<file path="src/design/jsd_pkg.sv">
// shared types and constants for the jpeg scan destuffer
package jsd_pkg;

    localparam int ByteW  = 8;
    localparam int CountW = 9;
    localparam int RstW   = 3;

    localparam logic [ByteW-1:0] ByteFf    = 8'hFF;
    localparam logic [ByteW-1:0] ByteZero  = 8'h00;
    localparam logic [4:0]       RstPrefix = 5'b11010;   // upper bits of 0xD0..0xD7
    localparam logic [ByteW-1:0] SatMax    = 8'hFF;

    localparam logic KindData = 1'b0;
    localparam logic KindEnd  = 1'b1;

    localparam int InTdataW  = 8;
    localparam int OutTdataW = 24;

    typedef struct packed {
        logic             kind;
        logic [ByteW-1:0] out_byte;
        logic [ByteW-1:0] trailing_restarts;
        logic             count_overflow;
    } jsd_result_t;

endpackage

</file>
<file path="src/design/jsd_in_stage.sv">
// input register stage: holds one accepted byte until the decoder takes it
module jsd_in_stage
    import jsd_pkg::*;
(
    input  logic             aclk,
    input  logic             aresetn,
    input  logic             s_tvalid,
    output logic             s_tready,
    input  logic [ByteW-1:0] s_byte,
    input  logic             take,
    output logic             byte_valid,
    output logic [ByteW-1:0] byte_data
);

    logic             valid_reg, valid_next;
    logic [ByteW-1:0] byte_reg;

    assign s_tready   = !valid_reg || take;
    assign byte_valid = valid_reg;
    assign byte_data  = byte_reg;

    always_comb begin
        valid_next = valid_reg;
        if (s_tready) begin
            valid_next = s_tvalid;
        end
    end

    always_ff @(posedge aclk) begin
        if (!aresetn) begin
            valid_reg <= 1'b0;
        end else begin
            valid_reg <= valid_next;
        end
    end

    always_ff @(posedge aclk) begin
        if (s_tready && s_tvalid) begin
            byte_reg <= s_byte;
        end
    end

endmodule

</file>
<file path="src/design/jsd_unstuff.sv">
// scan state and unstuffing decision for one byte
module jsd_unstuff
    import jsd_pkg::*;
(
    input  logic             aclk,
    input  logic             aresetn,
    input  logic             advance,
    input  logic [ByteW-1:0] in_byte,
    output logic             has_result,
    output jsd_result_t      result
);

    logic              pending_reg, pending_next;
    logic [RstW-1:0]   expected_reg, expected_next;
    logic [CountW-1:0] count_reg, count_next;
    logic              is_rst;
    logic              ovf;

    assign is_rst = (in_byte == {RstPrefix, expected_reg});
    assign ovf    = count_reg[CountW-1];

    always_comb begin
        pending_next  = pending_reg;
        expected_next = expected_reg;
        count_next    = count_reg;
        has_result    = 1'b0;
        result.kind              = KindData;
        result.out_byte          = in_byte;
        result.trailing_restarts = ByteZero;
        result.count_overflow    = 1'b0;
        if (!pending_reg) begin
            if (in_byte == ByteFf) begin
                pending_next = 1'b1;
            end else begin
                count_next = '0;
                has_result = 1'b1;
            end
        end else begin
            pending_next = 1'b0;
            if (in_byte == ByteZero) begin
                count_next      = '0;
                has_result      = 1'b1;
                result.out_byte = ByteFf;
            end else if (is_rst) begin
                expected_next = expected_reg + 1'b1;
                // saturate at 256, meaning more than 255
                if (!ovf) begin
                    count_next = count_reg + 1'b1;
                end
            end else begin
                // any other marker ends the scan and clears all state
                has_result               = 1'b1;
                result.kind              = KindEnd;
                result.trailing_restarts = ovf ? SatMax : count_reg[ByteW-1:0];
                result.count_overflow    = ovf;
                expected_next            = '0;
                count_next               = '0;
            end
        end
    end

    always_ff @(posedge aclk) begin
        if (!aresetn) begin
            pending_reg  <= 1'b0;
            expected_reg <= '0;
            count_reg    <= '0;
        end else if (advance) begin
            pending_reg  <= pending_next;
            expected_reg <= expected_next;
            count_reg    <= count_next;
        end
    end

endmodule

</file>
<file path="src/design/jpeg_scan_destuffer.sv">
// Removes byte stuffing and restart markers from a jpeg scan byte stream.
// The slave channel (s_tvalid, s_tready, s_tdata) takes one raw scan byte per
// transaction. The master channel (m_tvalid, m_tready, m_tdata, m_tuser) gives
// a data byte (m_tuser 0) or an end-of-scan record (m_tuser 1) with the marker
// code, the restart markers seen since the last data byte and an overflow flag.
// A lone 0xFF and an expected restart marker give no transaction.
// An accepted byte passes through the input register and then the output
// register before its record is on m_tdata.
// Throughput: one byte per cycle while m_tready is high, set by the input
// register feeding the output register through a single level of decode logic.
// After an end-of-scan record the block is back in its reset state.
// When m_tready is low the output register holds its record, the input
// register still takes one more byte, and s_tready then drops until the
// output drains.
// Reset (aresetn low, synchronous) empties both registers and clears the
// held-0xFF flag, the restart index and the trailing restart count.
module jpeg_scan_destuffer
    import jsd_pkg::*;
(
    input  logic                 aclk,
    input  logic                 aresetn,
    input  logic                 s_tvalid,
    output logic                 s_tready,
    input  logic [InTdataW-1:0]  s_tdata,   // [7:0] data_byte
    output logic                 m_tvalid,
    input  logic                 m_tready,
    output logic [OutTdataW-1:0] m_tdata,   // [7:0] out_byte, [15:8] trailing_restarts,
                                            // [16] count_overflow, [23:17] zero
    output logic                 m_tuser    // [0] kind
);

    logic             byte_valid;
    logic [ByteW-1:0] byte_data;
    logic             advance;
    logic             has_result;
    jsd_result_t      result;

    logic             out_valid_reg, out_valid_next;
    jsd_result_t      out_reg;

    assign advance = byte_valid && (!out_valid_reg || m_tready);

    jsd_in_stage u_in (
        .aclk       (aclk),
        .aresetn    (aresetn),
        .s_tvalid   (s_tvalid),
        .s_tready   (s_tready),
        .s_byte     (s_tdata[ByteW-1:0]),
        .take       (advance),
        .byte_valid (byte_valid),
        .byte_data  (byte_data)
    );

    jsd_unstuff u_unstuff (
        .aclk       (aclk),
        .aresetn    (aresetn),
        .advance    (advance),
        .in_byte    (byte_data),
        .has_result (has_result),
        .result     (result)
    );

    always_comb begin
        out_valid_next = out_valid_reg;
        if (advance) begin
            out_valid_next = has_result;
        end else if (m_tready) begin
            out_valid_next = 1'b0;
        end
    end

    always_ff @(posedge aclk) begin
        if (!aresetn) begin
            out_valid_reg <= 1'b0;
        end else begin
            out_valid_reg <= out_valid_next;
        end
    end

    always_ff @(posedge aclk) begin
        if (advance && has_result) begin
            out_reg <= result;
        end
    end

    assign m_tvalid = out_valid_reg;
    assign m_tuser  = out_reg.kind;
    assign m_tdata  = {7'b0, out_reg.count_overflow, out_reg.trailing_restarts,
                       out_reg.out_byte};

endmodule
</file>
<file path="config.mk">
export PLATFORM = sky130hd
export DESIGN_NAME = jpeg_scan_destuffer
export DESIGN_NICKNAME = d
export VERILOG_FILES = /design/src/design/jsd_pkg.sv /design/src/design/jsd_in_stage.sv /design/src/design/jsd_unstuff.sv /design/src/design/jpeg_scan_destuffer.sv
export SDC_FILE = /design/constraint.sdc
export NUM_CORES = 1
export LEC_CHECK = 0
export ABC_AREA = 1
export ABC_CLOCK_PERIOD_IN_PS = 3650
export BUFFER_PORTS_ARGS = -buffer_cell sky130_fd_sc_hd__buf_2
export CAP_MARGIN = 10
export CORE_ASPECT_RATIO = 0.9
export CORE_MARGIN = 2
export CORE_UTILIZATION = 30
export DETAILED_ROUTE_END_ITERATION = 6
export MAX_ROUTING_LAYER = met4
export SYNTH_ARGS = -nofsm -noshare
export SYNTH_HDL_FRONTEND = slang
export SYNTH_SLANG_ARGS = --single-unit
</file>
<file path="constraint.sdc">
create_clock -name aclk -period 3.65 [get_ports aclk]
set_clock_uncertainty 0.05 [all_clocks]
set_input_delay 0.1825 -clock aclk [delete_from_list [all_inputs] [get_ports aclk]]
set_output_delay 0.1825 -clock aclk [all_outputs]
set_load 0.05 [all_outputs]
</file>
==> results of run 1 <==
-- layer usage --
metal | share of wire [%] | wire length, um
met3 | 3.6 | 124
met1 | 53 | 1837
met4 | 1.9 | 65
met5 | 0 | 0
met2 | 42 | 1442
-- final cells by class --
cell class / count / area [um2] / area share [%]
clock buffers: 6 / 82.58 / 3.769
clock inverters: 2 / 8.758 / 0.3998
inverters: 32 / 120.1 / 5.483
multi-input cells: 132 / 643.1 / 29.35
flip-flops and latches: 41 / 1081 / 49.34
well taps: 72 / 90.09 / 4.112
repair buffers: 32 / 165.2 / 7.539
-- worst register-to-register path, delay by kind of cell (launching register included) --
| family | cells | cell delay, ns |
|---|---|---|
| flip-flops | 1 | 0.46 |
| AND/OR/NAND/NOR | 2 | 0.27 |
| buffers and inverters | 1 | 0.50 |
| AO/OA/AOI/OAI | 2 | 0.38 |
-- cell families (layout without fill, tap and decap cells) --
group                    after synthesis  after routing  synth area share, %
XOR/XNOR                               4              4                1.864
buffers and inverters                 40             72                9.454
AND/OR/NAND/NOR                       96             96                22.37
flip-flops                            41             41                57.52
adder cells (fa/ha/maj)                2              2                1.331
other                                  1              7               0.1995
AO/OA/AOI/OAI                         23             23                7.257
-- cell usage in the layout, fill, tap and decap left out, drive strengths merged --
master,instances
conb,7
clkinv,2
ha,2
dlygate4sd3,1
dfxtp,15
edfxtp,26
xor2,4
clkbuf,6
o21ai,4
nor2,25
a211oi,1
buf,31
inv,32
nor3,2
nand2,48
nand4,1
nand3,20
a21oi,18
-- stage by stage --
step	cells	worst slack [ns]	instance area (um2)	utilization, %
after floorplan	213	1.774	1902	-
after global placement	308	1.674	2090	34.36
after detailed placement	308	1.612	2090	34.36
after CTS	316	1.600	2181	35.86
after global routing	317	1.459	2191	36.03
final	317	1.627	2191	36.03
-- cells in the mapped netlist --
master | n | area share [%]
nand4_1 | 1 | 0.33
conb_1 | 1 | 0.20
a211oi_1 | 1 | 0.40
nand2_2 | 2 | 0.67
edfxtp_1 | 26 | 42
inv_2 | 5 | 1.0
o21ai_2 | 1 | 0.47
o21ai_4 | 1 | 0.87
nand3_1 | 19 | 5.1
o21ai_0 | 2 | 0.53
xor2_1 | 4 | 1.9
dfxtp_1 | 15 | 16
ha_1 | 2 | 1.3
nor2_2 | 2 | 0.67
nor3_1 | 2 | 0.53
inv_1 | 27 | 5.4
buf_4 | 7 | 2.8
clkbuf_2 | 1 | 0.27
nand3_2 | 1 | 0.53
nand2_1 | 46 | 9.2
a21oi_2 | 1 | 0.47
a21oi_1 | 17 | 4.5
nor2_4 | 2 | 1.2
nor2_1 | 21 | 4.2
-- report_power, final --
group / internal (uW) / total [uW] / switching, uW
clock: 150 / 296 / 146
combinational: 21.2 / 106 / 84.6
sequential: 510 / 519 / 8.86
-- how the worst min path moves through the flow --
| stage | start | slack [ns] | depth (start not counted) | end |
|---|---|---|---|---|
| after floorplan | s_tdata[0] | 0.23 | 0 | u_in.byte_data[0] |
| after global placement | s_tdata[3] | 0.31 | 1 | u_in.byte_data[3] |
| after detailed placement | s_tdata[0] | 0.31 | 1 | u_in.byte_data[0] |
| after CTS | s_tdata[0] | 0.01 | 1 | u_in.byte_data[0] |
| after global routing | s_tdata[6] | 0.002 | 1 | u_in.byte_data[6] |
| final | s_tdata[3] | 0.02 | 1 | u_in.byte_data[3] |
-- timing repair --
action | CTS | global route
endpoints found under the hold margin | 0 | 1
hold buffers | 0 | 1
setup buffers | 0 | 0
gates resized for setup | 0 | 0
==> run summary, run 1 <==
- clkbuf_8 — master cell of the clock root buffer
- 0 — number of antenna violations at the first check in global routing
- 494.2 MHz — maximum frequency from static timing analysis
- 0.50 ns — delay of the slowest cell on the worst path
- 2.611 mm — HPWL after detailed placement
- 1 — WP buf/inv
- 207 — gate count of the mapped netlist
- 30.91% — initial standard-cell utilization of the core
- 648 — Fill cells
- 39 — number of top-level pins
- 18 — maximum net fanout on the critical path
- 0 ns — Sum Neg Setup Slack
- 2 — maximum buffer depth of the clock tree
- 0 — number of max-capacitance violations reported
- 1276 — via count of the first global-routing pass
- 41 — flops & latches, synth
- 79 — DRC violation total after the first TritonRoute iteration
- 3.53 ns — worst endpoint required time
- 27 — cell row count
- 55.43% — final cycle utilization of the critical path
- yes — clock tree from TritonCTS
- 4.303 — via/cell ratio
- 420.2 nW/um2 — ratio of total power to cell area
- 2 — H-tree level count
- false — setup repair after global routing missed its margin
- 17 — Largest register FFs
- 5.830 mm — global-route wire length before repair
- 4 — length of the first detailed-routing pass in iterations
- 2.023 ns — shortest clock period the worst path allows after layout
- 1.63 ns — FF-to-FF setup slack
- u_in.byte_data[0] — source of the critical timing path
- 31 — number of port buffers
- 0 — remaining antenna violation count
- 0.8409 — Routability Congestion
- 16.58% — area grow syn2layout
- 9.079 um2 — syn avg cell area
- 0 — final number of hold-violating endpoints
- flip-flop — type of element launching the critical path
- 19 — pin count of the biggest net entering global routing
- 0.01894 ns — hold slack
- 57.52% — sequential-to-total area share from yosys stat
- 56.04% — Worst slew margin
- m_tdata[8] — Critical path destination
- 5 — number of buffers created by CTS
- 258 — net total in the final layout
- 21.63% — share of final-layout standard cells stronger than drive strength 1
- 6081 um2 — core area
- input port to flip-flop — min-delay worst type
- 0 — total inserted antenna cells
- 0.1233 mV — peak supply drop
- 1879 um2 — cell area after technology mapping
- 0.29 ns — source-to-sink clock delay at the later pin of the worst-skew pair
- 0 — number of max-slew violations in the final report
- 1.90 ns — Crit path arrival time
- m_tdata[8] — reg-to-reg endpoint
- met1 — layer carrying the most global-route usage
- 15.38% — GR Layer Usage met1
- 0.0009337 uW — Leak Pwr
- 11.22% — Global Route Usage Sum
- 3.534% — met3 Track Usage GR
- complete, no violations — status
- 87.43 um — width of the die
- 41 — Clock Sinks
- 5 — Worst Reg-to-Reg Cells
- 0 — remaining global-route overflow
- 920.6 uW — overall power after layout
- flip-flop — Setup crit end kind
- 1364 — vias
- inv_1 — slowest CP cell
- 0.07 ns — clock-pin slew on the worst setup and hold paths
- 24 — count of unique library cells instantiated by Yosys
- 0 — count of endpoints failing setup in the final report
- 79.09 um — Chip Height
- flip-flop to flip-flop — path type of the worst setup path
- 3.469 mm — Routed WL
- nor2_1, nand3_1, o21ai_4, o21ai_2, inv_1 — CP cell instances
- 10.94 um — Wirelength per Cell
- 6914 um2 — Die ar.
- 15.30% — met2 Resource Use GR
- 0.6586 ns — Worst Max-Slew Pin Slew
- u_in.byte_data[0] — startpoint of the lowest-slack register-to-register path
- 5 — total stage count of the critical path
- buffers and inverters — Worst path top cell family by delay
- 0 — Ys Warns
- 0 — residual DRC count
Note: power is estimated with default switching activity, not from simulation.
==> run 2: changes to the inputs <==
- ABC_AREA: 1 -> 0
- ABC_CLOCK_PERIOD_IN_PS: 3650 -> 1860
- clock period: 3.65 -> 1.86 ns (I/O delays scaled with it)
==> run 2 against run 1 <==
The run now ends with setup timing left. Critical path depth is 1 higher. Clock power is 130% higher. Core utilization is 6.7 points higher. Final cell count is 0.32% lower. Die area is 0.82% higher. Register-to-register slack worse by 1.8 ns. Synthesized area is 0.87% higher. Sequential cell count stayed put. First-iteration DRC count is 41% higher. Critical path type unchanged. Largest power group unchanged.
==> run summary, run 2 <==
- 316 — non-filler cells in the finished layout, -0.32%
- 0.30 ns — source-to-sink clock delay at the later pin of the worst-skew pair, about the same
- u_unstuff.count_reg[6] — reg-to-reg endpoint
- 4.772 — via/cell ratio, +11%
- 0.2669 mV — peak supply drop, +120%
- 6971 um2 — Die ar., +0.82%
- 1508 — vias, +11%
- 0.08 ns — clock-pin slew on the worst setup and hold paths, about the same
- 0 — residual DRC count, unchanged
- u_unstuff.pending_reg — hold endpoint
- 0.59 ns — delay of the slowest cell on the worst path, +0.09 ns
- 41.19% — share of the synthesized area in the top cell type, -0.36 points
- 0.8602 — Routability Congestion, +2.3%
- 1.988 ns — shortest clock period the worst path allows after layout, -0.03520 ns
- -0.1281 ns — setup slack of the critical path after layout, -1.755 ns
- 0% — mux share of post-synthesis cell area, unchanged
- edfxtp_1 (26), dfxtp_1 (15), nand2_1 (9), nand2b_1 (9), o21a_1 (9) — top cells by count, synth
- 2 — H-tree level count, unchanged
- 111 — DRC violation total after the first TritonRoute iteration, +41%
- simple AND/OR/NAND/NOR gates — combinational family with the most area after synthesis
- 159 — gate count of the mapped netlist, -23%
- 0.2074 ns — hold slack, +0.1884 ns
- or4_4, nor4_4, nand4b_4, buf_6, o32ai_1, a41o_1 — CP cell instances
- 87.79 um — width of the die, +0.41%
- 42.71% — Post-Route Utilization, +6.7 points
- 20.07% — synthesized-area fraction occupied by and/or/nand/nor cells, -2.3 points
- buf_2 (31), edfxtp_1 (26), buf_4 (21), dfxtp_1 (14) — commonest non-fill, non-tap cells in the layout
- 6 — Worst Reg-to-Reg Cells, +1
- 37.76% — area grow syn2layout
- 41 — Clock Sinks, unchanged
- 3 — number of instances on the worst hold path, +2
- 503.0 MHz — maximum frequency from static timing analysis, +1.8%
- 20 — pin count of the biggest net entering global routing, +1
- true — setup repair after global routing missed its margin
- 2242 um2 — placed cell area, +7.3%
- 0 — number of max-capacitance violations reported, unchanged
- flip-flop — type of element launching the critical path
- 106.9% — final cycle utilization of the critical path, +51 points
- 79.41 um — Chip Height, +0.41%
- 37.55% — share of final-layout standard cells stronger than drive strength 1, +16 points
- u_in.byte_data[7] — startpoint of the lowest-slack register-to-register path
- or4_4 — slowest CP cell
- 1.320% — fraction of the mapped netlist area in adder cells, -0.011 points
- 43 — count of unique library cells instantiated by Yosys, +79%
- 2611 um2 — area of all placed cells without fillers, +19%
- u_in.byte_data[7] — source of the critical timing path
- 11.92 um2 — syn avg cell area, +31%
- 0% — fraction of synthesis flops using an asynchronous set or reset pin, unchanged
- 4.414 mm — Routed WL, +27%
- 31.00% — initial standard-cell utilization of the core, +0.095 points
- 1.386% — XOR/XNOR Fraction of Synth Area, -0.48 points
- 754.2 nW/um2 — ratio of total power to cell area, +79%
- 2.01 ns — worst endpoint required time, -1.52 ns
- 2.718 mm — HPWL after detailed placement, +4.1%
- 39 — number of top-level pins, unchanged
- 2 — maximum buffer depth of the clock tree, unchanged
- 6.913 mm — global-route wire length before repair, +19%
- 242 — net total in the final layout, -6.2%
- 8 — maximum net fanout on the critical path, -10
- edfxtp_1 — cell with the most instances after synthesis
- 1896 um2 — cell area after technology mapping, +0.87%
- flip-flop — Setup crit end kind
- 13.97 um — Wirelength per Cell, +28%
- 0 — remaining global-route overflow, unchanged
- 0 — number of antenna violations at the first check in global routing, unchanged
- 14.85% — Compound-Gate Fraction of Synth Area, +7.6 points
- clkbuf_8 — master cell of the clock root buffer
- aresetn — startpoint of the most critical hold path
- 31 — count of endpoints failing setup in the final report, +31
- 13.23% — Global Route Usage Sum, +2.0 points
- 17 — Largest register FFs, unchanged
- 5 — number of buffers created by CTS, unchanged
- 0.001046 uW — Leak Pwr, +12%
- 0 — remaining antenna violation count, unchanged
- finished with violations — status
- yes — clock tree from TritonCTS
- edfxtp_1 — post-synth top area cell
- input port to flip-flop — min-delay worst type
- 1426 — via count of the first global-routing pass, +12%
- 4 — length of the first detailed-routing pass in iterations, unchanged
- 0 — number of max-slew violations in the final report, unchanged
- 27 — cell row count, unchanged
- 6115 um2 — core area, +0.56%
- 0 — Ys Warns, unchanged
- -0.13 ns — FF-to-FF setup slack, -1.75 ns
- 57.03% — sequential-to-total area share from yosys stat, -0.49 points
- 0 — final number of hold-violating endpoints, unchanged
- 26 — number of enable-type register cells in the synthesized netlist, unchanged
- 41 — flops & latches, synth, unchanged
- 288 — # placed instances, -6.5%
- 31 — number of port buffers, unchanged
- 568 — Fill cells, -12%
- edfxtp_1 (41%), dfxtp_1 (16%), o21a_1 (3.6%) — dominant cells by area after synthesis
- flip-flop to flip-flop — path type of the worst setup path
- buf_2 — most common library cell in the layout ignoring fill and taps
- 0 — total inserted antenna cells, unchanged
- 2.13 ns — Crit path arrival time, +0.23 ns
- setup timing — violated checks
- edfxtp_1 — prevailing post-synth register cell
run 2: cell types whose count changed in the layout (fill, tap and decap cells not counted), moves of 9 or more:
| cell | delta |
|---|---|
| nand3_1 | -11 |
| nor2_1 | -15 |
| buf_4 | +21 |
| a21oi_1 | -15 |
| inv_1 | -19 |
| o21a_1 | +9 |
| nand2_1 | -39 |
run 2: stage by stage:
stage,worst slack [ns],power (uW),TNS [ns]
3_3_place_gp,-0.1364,1255,-3.127
5_1_grt,-0.1946,2050,-4.468
3_5_place_dp,-0.1927,1257,-5.007
2_1_floorplan,-0.1207,1202,-2.173
4_1_cts,-0.09899,1969,-2.193
6_report,-0.1281,1969,-2.223
run 2: logic make-up (layout without fill, tap and decap cells):
kind of cell             count (synthesis)  in the layout
buffers and inverters                   19             80
XOR/XNOR                                 3              3
AND/OR/NAND/NOR                         61             64
other                                    1              7
AO/OA/AOI/OAI                           32             32
adder cells (fa/ha/maj)                  2              2
flip-flops                              41             41
run 2: worst max-delay path by stage:
stage                              to  slack, ns  cells past startpoint
4_1_cts                   m_tdata[10]       -0.1                      4
6_report       u_unstuff.count_reg[6]      -0.13                      6
3_5_place_dp              m_tdata[14]      -0.19                      4
2_1_floorplan              m_tdata[0]      -0.12                      4
3_3_place_gp               m_tdata[8]      -0.14                      4
5_1_grt        u_unstuff.count_reg[2]      -0.19                      6
run 2: power breakdown:
part | switching [uW] | internal, uW | total, uW | leakage, uW
registers | 16.8 | 1000 | 1020 | 0.000369
clock network | 308 | 382 | 690 | 0.0000556
logic | 178 | 84.5 | 263 | 0.000621
total | 503 | 1470 | 1970 | 0.00105
run 2: final cells by class:
cell class	instances	area, um2	area share, %
Clock buffer	7	107.6	4.121
Multi-Input combinational cell	108	838.3	32.10
Sequential cell	41	1082	41.45
Inverter	8	30.03	1.150
Tap cell	87	108.9	4.169
Timing Repair Buffer	64	436.7	16.72
Clock inverter	1	7.507	0.2875
run 2: critical path, delay by kind of cell, from the launching register on:
| family | cells | cell delay [ns] |
|---|---|---|
| flip-flops | 1 | 0.39 |
| AO/OA/AOI/OAI | 2 | 0.32 |
| AND/OR/NAND/NOR | 3 | 0.97 |
| buffers and inverters | 1 | 0.16 |
run 2: layer usage:
| metal | global-route usage, % | vias to the layer above | share of wire, % |
|---|---|---|---|
| li1 | - | 727 | - |
| met1 | 17.62 | 724 | 45 |
| met2 | 19.92 | 53 | 47 |
| met3 | 2.689 | 4 | 6.6 |
| met4 | 4.923 | 0 | 0.63 |
| met5 | - | - | 0 |
run 2: what timing repair did:
action	CTS	global route
endpoints found under the setup margin	39	48
setup buffers	5	4
gates resized for setup	7	12
hold buffers	9	0
hold endpoints to repair	9	0
pin swaps	5	4
cloned	2	1
